[src/rtl/brx_pkg.sv]
`default_nettype none

package brx_pkg;

    // Fixed packet layout
    localparam int PKT_BYTES   = 11;
    localparam int CNT_W       = 4;
    localparam logic [7:0] CRC_POLY = 8'h8C;

    // Reset values of the configuration registers
    localparam logic [7:0]  SYNC_RESET    = 8'hA5;
    localparam logic [7:0]  VERSION_RESET = 8'h03;
    localparam logic [15:0] GAP_RESET     = 16'd30;

    typedef enum logic [1:0] {
        CFG_SYNC    = 2'd0,
        CFG_VERSION = 2'd1,
        CFG_GAP     = 2'd2
    } cfg_index_t;

    typedef struct packed {
        logic [7:0]  sync_byte;
        logic [7:0]  version_byte;
        logic [15:0] gap_limit_ms;
    } cfg_t;

    // One completed packet waiting for its check
    typedef struct packed {
        logic [2:0]  side;
        logic [15:0] heard_ms;
    } job_t;

    typedef struct packed {
        logic [2:0]         from_side;
        logic [7:0]         root_id;
        logic signed [7:0]  q_coord;
        logic signed [7:0]  r_coord;
        logic [2:0]         rotation;
        logic [2:0]         sender_side;
        logic [7:0]         hop_count;
        logic [7:0]         age_value;
        logic [15:0]        sender_time;
        logic [15:0]        heard_ms;
    } res_t;

    typedef enum logic [1:0] {
        BK_IDLE,
        BK_READ,
        BK_EMIT
    } bk_state_t;

    // First buffer address of a side's row; at most 7 * 11 = 77
    function automatic logic [7:0] row_base(input logic [2:0] side);
        row_base = {2'b00, side, 3'b000} + {4'b0000, side, 1'b0} + {5'b00000, side};
    endfunction

endpackage

`default_nettype wire

[src/rtl/brx_ram.sv]
`default_nettype none

module brx_ram #(
    parameter int WIDTH = 8,
    parameter int DEPTH = 66
) (
    input  wire logic                     aclk,
    input  wire logic                     we,
    input  wire logic [$clog2(DEPTH)-1:0] waddr,
    input  wire logic [WIDTH-1:0]         wdata,
    input  wire logic                     re,
    input  wire logic [$clog2(DEPTH)-1:0] raddr,
    output logic      [WIDTH-1:0]         rdata
);

    logic [WIDTH-1:0] mem_reg [DEPTH];
    logic [WIDTH-1:0] rdata_reg;

    always_ff @(posedge aclk) begin
        if (we) begin
            mem_reg[waddr] <= wdata;
        end
        if (re) begin
            rdata_reg <= mem_reg[raddr];
        end
    end

    assign rdata = rdata_reg;

endmodule

`default_nettype wire

[src/rtl/brx_job_fifo.sv]
`default_nettype none

module brx_job_fifo (
    input  wire logic          aclk,
    input  wire logic          aresetn,
    input  wire logic          push,
    input  wire brx_pkg::job_t push_job,
    input  wire logic          pop,
    output brx_pkg::job_t      head,
    output logic               empty,
    output logic               full,
    input  wire logic [2:0]    probe_side,
    output logic               probe_hit
);
    import brx_pkg::*;

    localparam int DEPTH = 2;
    localparam int PW    = $clog2(DEPTH);

    job_t            ent_reg [DEPTH];
    logic [DEPTH-1:0] vld_reg, vld_next;
    logic [PW-1:0]   wr_ptr_reg, wr_ptr_next;
    logic [PW-1:0]   rd_ptr_reg, rd_ptr_next;

    assign head  = ent_reg[rd_ptr_reg];
    assign empty = !vld_reg[rd_ptr_reg];
    assign full  = vld_reg[wr_ptr_reg];

    // A side with a packet queued or under check must not be rewritten
    always_comb begin
        probe_hit = 1'b0;
        for (int i = 0; i < DEPTH; i++) begin
            if (vld_reg[i] && ent_reg[i].side == probe_side) begin
                probe_hit = 1'b1;
            end
        end
    end

    always_comb begin
        vld_next    = vld_reg;
        wr_ptr_next = wr_ptr_reg;
        rd_ptr_next = rd_ptr_reg;
        if (pop) begin
            vld_next[rd_ptr_reg] = 1'b0;
            rd_ptr_next          = rd_ptr_reg + 1'b1;
        end
        if (push) begin
            vld_next[wr_ptr_reg] = 1'b1;
            wr_ptr_next          = wr_ptr_reg + 1'b1;
        end
    end

    always_ff @(posedge aclk) begin
        if (!aresetn) begin
            vld_reg    <= '0;
            wr_ptr_reg <= '0;
            rd_ptr_reg <= '0;
        end else begin
            vld_reg    <= vld_next;
            wr_ptr_reg <= wr_ptr_next;
            rd_ptr_reg <= rd_ptr_next;
        end
    end

    always_ff @(posedge aclk) begin
        if (push) begin
            ent_reg[wr_ptr_reg] <= push_job;
        end
    end

    a_no_push_full: assert property (@(posedge aclk) disable iff (!aresetn)
        push |-> !full) else $error("job pushed into a full queue");

    a_no_pop_empty: assert property (@(posedge aclk) disable iff (!aresetn)
        pop |-> !empty) else $error("job popped from an empty queue");

endmodule

`default_nettype wire

[src/rtl/brx_front.sv]
`default_nettype none

module brx_front #(
    parameter int SIDE_COUNT = 6,
    parameter int AW         = 7
) (
    input  wire logic          aclk,
    input  wire logic          aresetn,
    input  wire brx_pkg::cfg_t cfg,
    input  wire logic          s_tvalid,
    output logic               s_tready,
    input  wire logic [23:0]   s_tdata,
    input  wire logic [3:0]    s_tuser,
    input  wire logic          q_full,
    input  wire logic          q_hit,
    output logic               q_push,
    output brx_pkg::job_t      q_job,
    output logic               ram_we,
    output logic [AW-1:0]      ram_waddr,
    output logic [7:0]         ram_wdata
);
    import brx_pkg::*;

    localparam int SW = (SIDE_COUNT > 1) ? $clog2(SIDE_COUNT) : 1;

    logic [CNT_W-1:0] fill_reg [SIDE_COUNT];
    logic [CNT_W-1:0] fill_next [SIDE_COUNT];
    logic [15:0]      last_reg [SIDE_COUNT];
    logic [15:0]      last_next [SIDE_COUNT];

    logic [2:0]       side;
    logic [7:0]       rx_byte;
    logic             stop_ok;
    logic [15:0]      now_ms;
    logic [SW-1:0]    sidx;
    logic             in_range;
    logic             accept;
    logic [15:0]      gap;
    logic [CNT_W-1:0] pos;

    assign side    = s_tuser[2:0];
    assign stop_ok = s_tuser[3];
    assign rx_byte = s_tdata[7:0];
    assign now_ms  = s_tdata[23:8];
    assign sidx    = SW'(side);
    assign in_range = 32'(side) < SIDE_COUNT;

    assign s_tready = !q_full && !q_hit;
    assign accept   = s_tvalid && s_tready;

    assign q_job.side     = side;
    assign q_job.heard_ms = now_ms;
    assign ram_wdata      = rx_byte;
    assign ram_waddr      = AW'(row_base(side) + 8'(pos));
    assign gap            = now_ms - last_reg[sidx];

    always_comb begin
        fill_next = fill_reg;
        last_next = last_reg;
        q_push    = 1'b0;
        ram_we    = 1'b0;
        pos       = fill_reg[sidx];
        // a long silence restarts assembly
        if (gap > cfg.gap_limit_ms || pos >= CNT_W'(PKT_BYTES)) begin
            pos = '0;
        end
        if (accept && in_range) begin
            if (!stop_ok) begin
                fill_next[sidx] = '0;
            end else begin
                last_next[sidx] = now_ms;
                if (pos == '0 && rx_byte != cfg.sync_byte) begin
                    fill_next[sidx] = '0;
                end else begin
                    ram_we = 1'b1;
                    if (pos == CNT_W'(PKT_BYTES - 1)) begin
                        fill_next[sidx] = '0;
                        q_push          = 1'b1;
                    end else begin
                        fill_next[sidx] = pos + 1'b1;
                    end
                end
            end
        end
    end

    always_ff @(posedge aclk) begin
        if (!aresetn) begin
            for (int i = 0; i < SIDE_COUNT; i++) begin
                fill_reg[i] <= '0;
                last_reg[i] <= '0;
            end
        end else begin
            fill_reg <= fill_next;
            last_reg <= last_next;
        end
    end

endmodule

`default_nettype wire

[src/rtl/brx_back.sv]
`default_nettype none

module brx_back #(
    parameter int AW = 7
) (
    input  wire logic          aclk,
    input  wire logic          aresetn,
    input  wire brx_pkg::cfg_t cfg,
    input  wire brx_pkg::job_t q_head,
    input  wire logic          q_empty,
    output logic               q_pop,
    output logic               ram_re,
    output logic [AW-1:0]      ram_raddr,
    input  wire logic [7:0]    ram_rdata,
    output logic               m_tvalid,
    input  wire logic          m_tready,
    output brx_pkg::res_t      m_res
);
    import brx_pkg::*;

    // One byte of the reflected CRC-8, bit by bit
    function automatic logic [7:0] crc8_byte(input logic [7:0] acc_in, input logic [7:0] v);
        logic [7:0] acc;
        acc = acc_in;
        for (int k = 0; k < 8; k++) begin
            if (acc[0] ^ v[k]) begin
                acc = (acc >> 1) ^ CRC_POLY;
            end else begin
                acc = acc >> 1;
            end
        end
        return acc;
    endfunction

    bk_state_t        st_reg, st_next;
    job_t             job_reg, job_next;
    logic [AW-1:0]    base_reg, base_next;
    logic [CNT_W-1:0] rd_idx_reg, rd_idx_next;
    logic             rd_vld_reg;
    logic [CNT_W-1:0] rd_num_reg;
    logic [7:0]       crc_reg, crc_next;
    logic             ok_reg, ok_next;
    res_t             wk_reg, wk_next;
    res_t             out_reg, out_next;
    logic             out_vld_reg, out_vld_next;
    logic             can_load;

    assign ram_re    = (st_reg == BK_READ) && (rd_idx_reg < CNT_W'(PKT_BYTES));
    assign ram_raddr = AW'(base_reg + AW'(rd_idx_reg));
    assign can_load  = !out_vld_reg || m_tready;
    assign m_tvalid  = out_vld_reg;
    assign m_res     = out_reg;

    always_comb begin
        st_next      = st_reg;
        job_next     = job_reg;
        base_next    = base_reg;
        rd_idx_next  = rd_idx_reg;
        crc_next     = crc_reg;
        ok_next      = ok_reg;
        wk_next      = wk_reg;
        out_next     = out_reg;
        out_vld_next = out_vld_reg && !m_tready;
        q_pop        = 1'b0;
        unique case (st_reg)
            BK_IDLE: begin
                if (!q_empty) begin
                    job_next    = q_head;
                    base_next   = AW'(row_base(q_head.side));
                    rd_idx_next = '0;
                    crc_next    = '0;
                    ok_next     = 1'b1;
                    st_next     = BK_READ;
                end
            end
            BK_READ: begin
                if (ram_re) begin
                    rd_idx_next = rd_idx_reg + 1'b1;
                end
                if (rd_vld_reg) begin
                    unique case (rd_num_reg)
                        4'd0: ok_next = ok_reg && (ram_rdata == cfg.sync_byte);
                        4'd1: begin
                            ok_next  = ok_reg && (ram_rdata == cfg.version_byte);
                            crc_next = crc8_byte(crc_reg, ram_rdata);
                        end
                        4'd10: begin
                            ok_next = ok_reg && (ram_rdata == crc_reg);
                            st_next = BK_EMIT;
                        end
                        default: begin
                            crc_next = crc8_byte(crc_reg, ram_rdata);
                            priority case (rd_num_reg)
                                4'd2: wk_next.root_id = ram_rdata;
                                4'd3: wk_next.q_coord = ram_rdata;
                                4'd4: wk_next.r_coord = ram_rdata;
                                4'd5: begin
                                    wk_next.rotation    = ram_rdata[5:3];
                                    wk_next.sender_side = ram_rdata[2:0];
                                end
                                4'd6: wk_next.hop_count = ram_rdata;
                                4'd7: wk_next.age_value = ram_rdata;
                                4'd8: wk_next.sender_time[7:0] = ram_rdata;
                                default: wk_next.sender_time[15:8] = ram_rdata;
                            endcase
                        end
                    endcase
                end
            end
            BK_EMIT: begin
                if (can_load) begin
                    if (ok_reg) begin
                        out_next           = wk_reg;
                        out_next.from_side = job_reg.side;
                        out_next.heard_ms  = job_reg.heard_ms;
                        out_vld_next       = 1'b1;
                    end
                    q_pop   = 1'b1;
                    st_next = BK_IDLE;
                end
            end
            default: st_next = BK_IDLE;
        endcase
    end

    always_ff @(posedge aclk) begin
        if (!aresetn) begin
            st_reg      <= BK_IDLE;
            out_vld_reg <= 1'b0;
            rd_vld_reg  <= 1'b0;
        end else begin
            st_reg      <= st_next;
            out_vld_reg <= out_vld_next;
            rd_vld_reg  <= ram_re;
        end
    end

    always_ff @(posedge aclk) begin
        job_reg    <= job_next;
        base_reg   <= base_next;
        rd_idx_reg <= rd_idx_next;
        rd_num_reg <= rd_idx_reg;
        crc_reg    <= crc_next;
        ok_reg     <= ok_next;
        wk_reg     <= wk_next;
        out_reg    <= out_next;
    end

    a_job_held: assert property (@(posedge aclk) disable iff (!aresetn)
        (st_reg != BK_IDLE) |-> !q_empty) else $error("check running without a queued job");

    a_read_bounded: assert property (@(posedge aclk) disable iff (!aresetn)
        (st_reg == BK_EMIT) |-> !ram_re) else $error("buffer read after the last byte");

endmodule

`default_nettype wire

[src/rtl/beacon_packet_receiver.sv]
`default_nettype none

// Channel   Direction  Handshake            Contents (lowest bit first)
// s_*       in         s_tvalid / s_tready  tdata: rx_byte, now_ms; tuser: side, stop_ok
// m_*       out        m_tvalid / m_tready  tdata: decoded beacon fields; tuser: from_side
// cfg_*     in         cfg_wr_en            cfg_index selects register, cfg_data value
//
// Flow: a finishing byte queues a check job, and the checker reads the 11 buffered
// bytes through the single read port of the packet buffer; meanwhile bytes of
// other sides are still taken.
// Reset: aresetn clears fill counts, byte times, queue and output; buffer is not cleared.
// Stalls: s_tready drops while the job queue is full or while the byte's side still
// has a packet queued or under check; a stalled output holds the checker only.

module beacon_packet_receiver #(
    parameter int SIDE_COUNT = 6
) (
    input  wire logic        aclk,
    input  wire logic        aresetn,
    // configuration
    input  wire logic        cfg_wr_en,
    input  wire logic [1:0]  cfg_index,
    input  wire logic [15:0] cfg_data,
    // received bytes
    input  wire logic        s_tvalid,
    output logic             s_tready,
    input  wire logic [23:0] s_tdata,   // [7:0] rx_byte, [23:8] now_ms
    input  wire logic [3:0]  s_tuser,   // [2:0] side, [3] stop_ok
    // decoded beacons
    output logic             m_tvalid,
    input  wire logic        m_tready,
    output logic [79:0]      m_tdata,   // [7:0] root_id, [15:8] q_coord, [23:16] r_coord,
                                        // [26:24] rotation, [29:27] sender_side,
                                        // [37:30] hop_count, [45:38] age_value,
                                        // [61:46] sender_time, [77:62] heard_ms, rest zero
    output logic [2:0]       m_tuser    // [2:0] from_side
);
    import brx_pkg::*;

    localparam int DEPTH = SIDE_COUNT * PKT_BYTES;
    localparam int AW    = $clog2(DEPTH);

    cfg_t          cfg_reg;
    logic          q_push, q_pop, q_empty, q_full, q_hit;
    job_t          q_job, q_head;
    logic          ram_we, ram_re;
    logic [AW-1:0] ram_waddr, ram_raddr;
    logic [7:0]    ram_wdata, ram_rdata;
    res_t          res;

    // Take configuration writes at any time; unknown indexes are dropped
    always_ff @(posedge aclk) begin
        if (!aresetn) begin
            cfg_reg.sync_byte    <= SYNC_RESET;
            cfg_reg.version_byte <= VERSION_RESET;
            cfg_reg.gap_limit_ms <= GAP_RESET;
        end else if (cfg_wr_en) begin
            unique case (cfg_index)
                CFG_SYNC:    cfg_reg.sync_byte    <= cfg_data[7:0];
                CFG_VERSION: cfg_reg.version_byte <= cfg_data[7:0];
                CFG_GAP:     cfg_reg.gap_limit_ms <= cfg_data;
                default:     cfg_reg              <= cfg_reg;
            endcase
        end
    end

    // Front: per-side framing, fill counts and gap timing; writes the buffer
    brx_front #(
        .SIDE_COUNT (SIDE_COUNT),
        .AW         (AW)
    ) u_front (
        .aclk      (aclk),
        .aresetn   (aresetn),
        .cfg       (cfg_reg),
        .s_tvalid  (s_tvalid),
        .s_tready  (s_tready),
        .s_tdata   (s_tdata),
        .s_tuser   (s_tuser),
        .q_full    (q_full),
        .q_hit     (q_hit),
        .q_push    (q_push),
        .q_job     (q_job),
        .ram_we    (ram_we),
        .ram_waddr (ram_waddr),
        .ram_wdata (ram_wdata)
    );

    // Packet buffer: one row of 11 bytes per side
    brx_ram #(
        .WIDTH (8),
        .DEPTH (DEPTH)
    ) u_buf (
        .aclk  (aclk),
        .we    (ram_we),
        .waddr (ram_waddr),
        .wdata (ram_wdata),
        .re    (ram_re),
        .raddr (ram_raddr),
        .rdata (ram_rdata)
    );

    // Completed packets wait here; the head stays until its check ends
    brx_job_fifo u_queue (
        .aclk       (aclk),
        .aresetn    (aresetn),
        .push       (q_push),
        .push_job   (q_job),
        .pop        (q_pop),
        .head       (q_head),
        .empty      (q_empty),
        .full       (q_full),
        .probe_side (s_tuser[2:0]),
        .probe_hit  (q_hit)
    );

    // Back: version and CRC check, field decode, output register
    brx_back #(
        .AW (AW)
    ) u_back (
        .aclk      (aclk),
        .aresetn   (aresetn),
        .cfg       (cfg_reg),
        .q_head    (q_head),
        .q_empty   (q_empty),
        .q_pop     (q_pop),
        .ram_re    (ram_re),
        .ram_raddr (ram_raddr),
        .ram_rdata (ram_rdata),
        .m_tvalid  (m_tvalid),
        .m_tready  (m_tready),
        .m_res     (res)
    );

    assign m_tdata = {2'b00, res.heard_ms, res.sender_time, res.age_value, res.hop_count,
                      res.sender_side, res.rotation, res.r_coord, res.q_coord, res.root_id};
    assign m_tuser = res.from_side;

    // Never overwrite a row whose packet is still queued or under check
    a_no_row_clobber: assert property (@(posedge aclk) disable iff (!aresetn)
        ram_we |-> !q_hit) else $error("buffer row of a pending packet rewritten");

endmodule

`default_nettype wire

[config.mk]
export PLATFORM = sky130hd
export DESIGN_NAME = beacon_packet_receiver
export DESIGN_NICKNAME = d
export VERILOG_FILES = /design/src/rtl/brx_pkg.sv /design/src/rtl/brx_ram.sv /design/src/rtl/brx_job_fifo.sv /design/src/rtl/brx_front.sv /design/src/rtl/brx_back.sv /design/src/rtl/beacon_packet_receiver.sv
export SDC_FILE = /design/constraint.sdc
export NUM_CORES = 1
export LEC_CHECK = 0
export CELL_PAD_IN_SITES_DETAIL_PLACEMENT = 1
export CELL_PAD_IN_SITES_GLOBAL_PLACEMENT = 2
export CORE_AREA = 5 5 297 299
export CTS_BUF_LIST = sky130_fd_sc_hd__clkbuf_8
export CTS_CLUSTER_DIAMETER = 40
export CTS_CLUSTER_SIZE = 40
export DETAILED_ROUTE_END_ITERATION = 8
export DIE_AREA = 0 0 302 304
export DONT_BUFFER_PORTS = 1
export PLACE_DENSITY = 0.74
export SLEW_MARGIN = 0
export SYNTH_ARGS = -nofsm -noshare
export SYNTH_HDL_FRONTEND = slang
export SYNTH_HIERARCHICAL = 1
export SYNTH_SLANG_ARGS = --single-unit
export TNS_END_PERCENT = 5
[constraint.sdc]
create_clock -name aclk -period 10.3 [get_ports aclk]
set_input_delay 0.515 -clock aclk [delete_from_list [all_inputs] [get_ports aclk]]
set_output_delay 0.515 -clock aclk [all_outputs]
set_load 0.02 [all_outputs]
==> run_results.csv <==
group,metric,value,unit
finish,fin_util,50.2,%
route,dr.pass1.iters,5,
route,via_count,21100,
hold_path,min_from,"s_tdata[6]",
floorplanning,dieWidth,302,um
synthesis,yosysMostFrequentCell,"edfxtp_1",
synthesis,synth_top_area_share,59.6,%
timing,fmax,120,MHz
clock_tree,clockBufferDepth,3,
critical_path,cpPeakStageDelay,1.00,ns
floorplanning,dieArea,91800,um2
synthesis,yosys.area.top_type,"edfxtp_1",
clock_tree,cts_buffers,135,
floorplanning,initial_core_util,44.8,%
floorplanning,io_pins,136,
clock_tree,cts_root_buf,"clkbuf_8",
timing,finalClockSkew,0.0681,ns
finish,drive_gt1_share,17.9,%
hold_path,worst_hold_path_type,"in -> reg",
critical_path,crit_path_end_kind,"register",
route,drcViolationCount,0,
pwr,p_seq_share,52.9,%
global_route,antenna_found_initial,9,
synthesis,async_flop_share,0,%
clock_tree,post_cts_resized,0,
timing,slew_headroom,13.4,%
floorplanning,chipHeight,304,um
place,dp_hpwl,61300,um
global_route,grt_usage,21.6,%
route,wl_per_cell,26.5,um
pwr,p_int,5.87,mW
timing,tns,0,ns
global_route,grt_overflow_total,0,
critical_path,worstPathMaxFanout,8,
run_status,outcome,"complete, no violations",
global_route,grt_pass1_vias,22500,
finish,layout.nets,2607,
critical_path,startpoint,"u_front/last_reg[33]",
pwr,power_frac_comb,3.2,%
synthesis,syn-mean-instance-area,15.7,um2
clock_tree,tritoncts,"yes",
timing,whs,0.104,ns
finish,area_growth,12.2,%
timing,timing.final.crit_share,81.0,%
critical_path,critPathKind,"reg -> reg",
global_route,grt_max_degree,192,
finish,largest_reg_flops,528,
route,wirelength,99400,um
critical_path,cp.arrival,8.75,ns
pwr,p_leak,13.9,nW
critical_path,cp.required,10.71,ns
timing,fin_crit,8.34,ns
pwr,p_sw,1.73,mW
timing,worst_slew_pin_slew,1.29,ns
clock_tree,clkTransAtPathRegs,0.09,ns
route,viasPerCell,5.62,
pwr,irDropWorstVdd,0.108,mV
job,cap_viol_max_count,0,
timing,final-max-slew-violation-count,0,
synthesis,ys_seq_area_share,68.3,%
pwr,swShare,22.7,%
timing,finalHoldViolations,0,
route,drtIter0Drc,1722,
synthesis,yosys-top-cells-area,"edfxtp_1 60%, dfxtp_1 8.7%, mux4_2 8.2%, nand2_1 3.0%, mux2i_1 2.4%",
clock_tree,cts.sinks,920,
synthesis,ys_types,81,
synthesis,synth-seq-cells,920,
timing,rsz0062_at_grt,"no",
clock_tree,hold_buffers,53,
synthesis,syn_inst,2426,
clock_tree,clk_latency,0.81,ns
route,final_antenna_net_count,0,
pwr,p_per_area,178,nW/um2
synthesis,synth_edf_count,755,
floorplanning,core_area,84900,um2
clock_tree,htree_num_levels,4,
critical_path,worst_setup_path_start_kind,"register",
timing,setup_viol,0,
synthesis,syn_area,38000,um2
finish,finalNonFillerCells,3758,
global_route,grt_pass1_wl,148000,um
pwr,p_total,7.59,mW
synthesis,yosys_warnings,6,
synthesis,synth_ff_type,"edfxtp_1",
critical_path,reg2reg_slack,1.96,ns
place,place_inst,3452,
floorplanning,rows,107,
clock_tree,cts_setup_buffers,0,
place,place.gp.congestion,0.814,
critical_path,critPathSlowestCell,"nor3_1",
critical_path,r2r-start,"u_front/last_reg[33]",
place,io_buffer_count,0,
synthesis,yosys-top-cells-count,"755 x edfxtp_1, 304 x nand2_1, 165 x dfxtp_1",
pwr,power.share.clock,43.9,%
-- per-layer routing --
metal / part of all wire, % / track usage [%] / vias to the layer above / wire, um
li1: - / - / 9380 / -
met1: 44 / 30.5 / 10900 / 44100
met2: 47 / 34.0 / 707 / 46700
met3: 6.3 / 5.02 / 162 / 6310
met4: 2.4 / 6.12 / 2 / 2370
met5: 0.013 / 0 / - / 13
-- cell families (layout without fill, tap and decap cells) --
group,after synthesis,in the layout,synth area share (%)
buffers and inverters,172,354,2.62
XOR/XNOR,73,73,1.70
other,1,7,0.00987
multiplexers,263,263,11.7
adder cells (fa/ha/maj),58,58,2.03
flip-flops,920,920,68.3
AND/OR/NAND/NOR,647,647,7.79
AO/OA/AOI/OAI,292,292,5.81
-- worst max-delay path: cells and delay by family (launching register included) --
kind | cells | cell delay [ns]
DFF | 1 | 0.32
AOI/OAI and AO/OA | 12 | 3.22
adders and majority gates | 4 | 1.36
buffers and inverters | 1 | 0.13
and+or+nand+nor | 8 | 2.23
xor gates and xnor gates | 1 | 0.19
muxes | 1 | 0.51
-- stage by stage --
stage / instance area, um2 / setup WS [ns]
floorplan: 38000 / 2.35
global placement: 38800 / 1.68
detailed placement: 38800 / 1.36
CTS: 42600 / 1.94
global route: 42600 / 1.33
finish: 42600 / 1.96
-- power by group through the flow --
| stage | Clock (mW) | Sequential, mW | Combinational [mW] |
|---|---|---|---|
| CTS | 3.43 | 4.01 | 0.244 |
| global placement | 0 | 4.10 | 0.148 |
| global route | 3.63 | 4.01 | 0.263 |
| finish | 3.34 | 4.02 | 0.242 |
| floorplan | 0 | 4.10 | 0.154 |
| detailed placement | 0 | 4.10 | 0.153 |
-- layout by cell type, fill, tap and decap left out, types with 8 or more instances in the layout --
master	synthesis	routed
clkbuf_8	0	140
o31ai_1	9	9
inv_6	0	18
buf_4	37	21
a21o_1	11	11
a21boi_0	101	101
a22oi_1	22	22
edfxtp_1	755	755
xor2_1	16	15
mux2i_1	92	92
bufinv_16	0	17
nand2_1	304	304
mux2_2	22	22
a22o_1	11	11
clkinv_2	0	13
nand4_1	13	13
ha_1	52	51
nor3_1	21	21
mux2_4	10	10
o21a_1	13	13
nand2b_1	13	13
nor2_1	136	132
a41o_1	13	13
nand3_1	33	33
dfxtp_1	165	165
dlygate4sd3_1	0	44
nor2b_1	41	40
o21ai_0	15	15
nor4_1	9	8
and3_1	17	16
xnor2_1	56	54
inv_8	0	9
mux4_2	139	139
and2_1	23	23
buf_16	0	9
inv_1	29	42
clkinvlp_4	0	21
a21oi_1	39	39
-- path summary, 6_finish.rpt --
kind                                to  cells past startpoint
hold reg to reg        u_back/m_res[6]                      0
hold / removal    u_buf/mem_reg[24][6]                      1
setup / recovery  u_buf/mem_reg[16][3]                     27
setup reg to reg  u_buf/mem_reg[16][3]                     27
-- area by class of cell --
class	instances	area [um2]
Clock inverter	108	1190
Sequential cell	920	26000
Fill cell	8114	42200
Timing Repair Buffer	75	866
Clock buffer	140	1930
Tap cell	1144	1430
Inverter	31	116
Multi-Input combinational cell	1335	11100
Antenna cell	5	12.5
(Power assumes the default switching activity.)
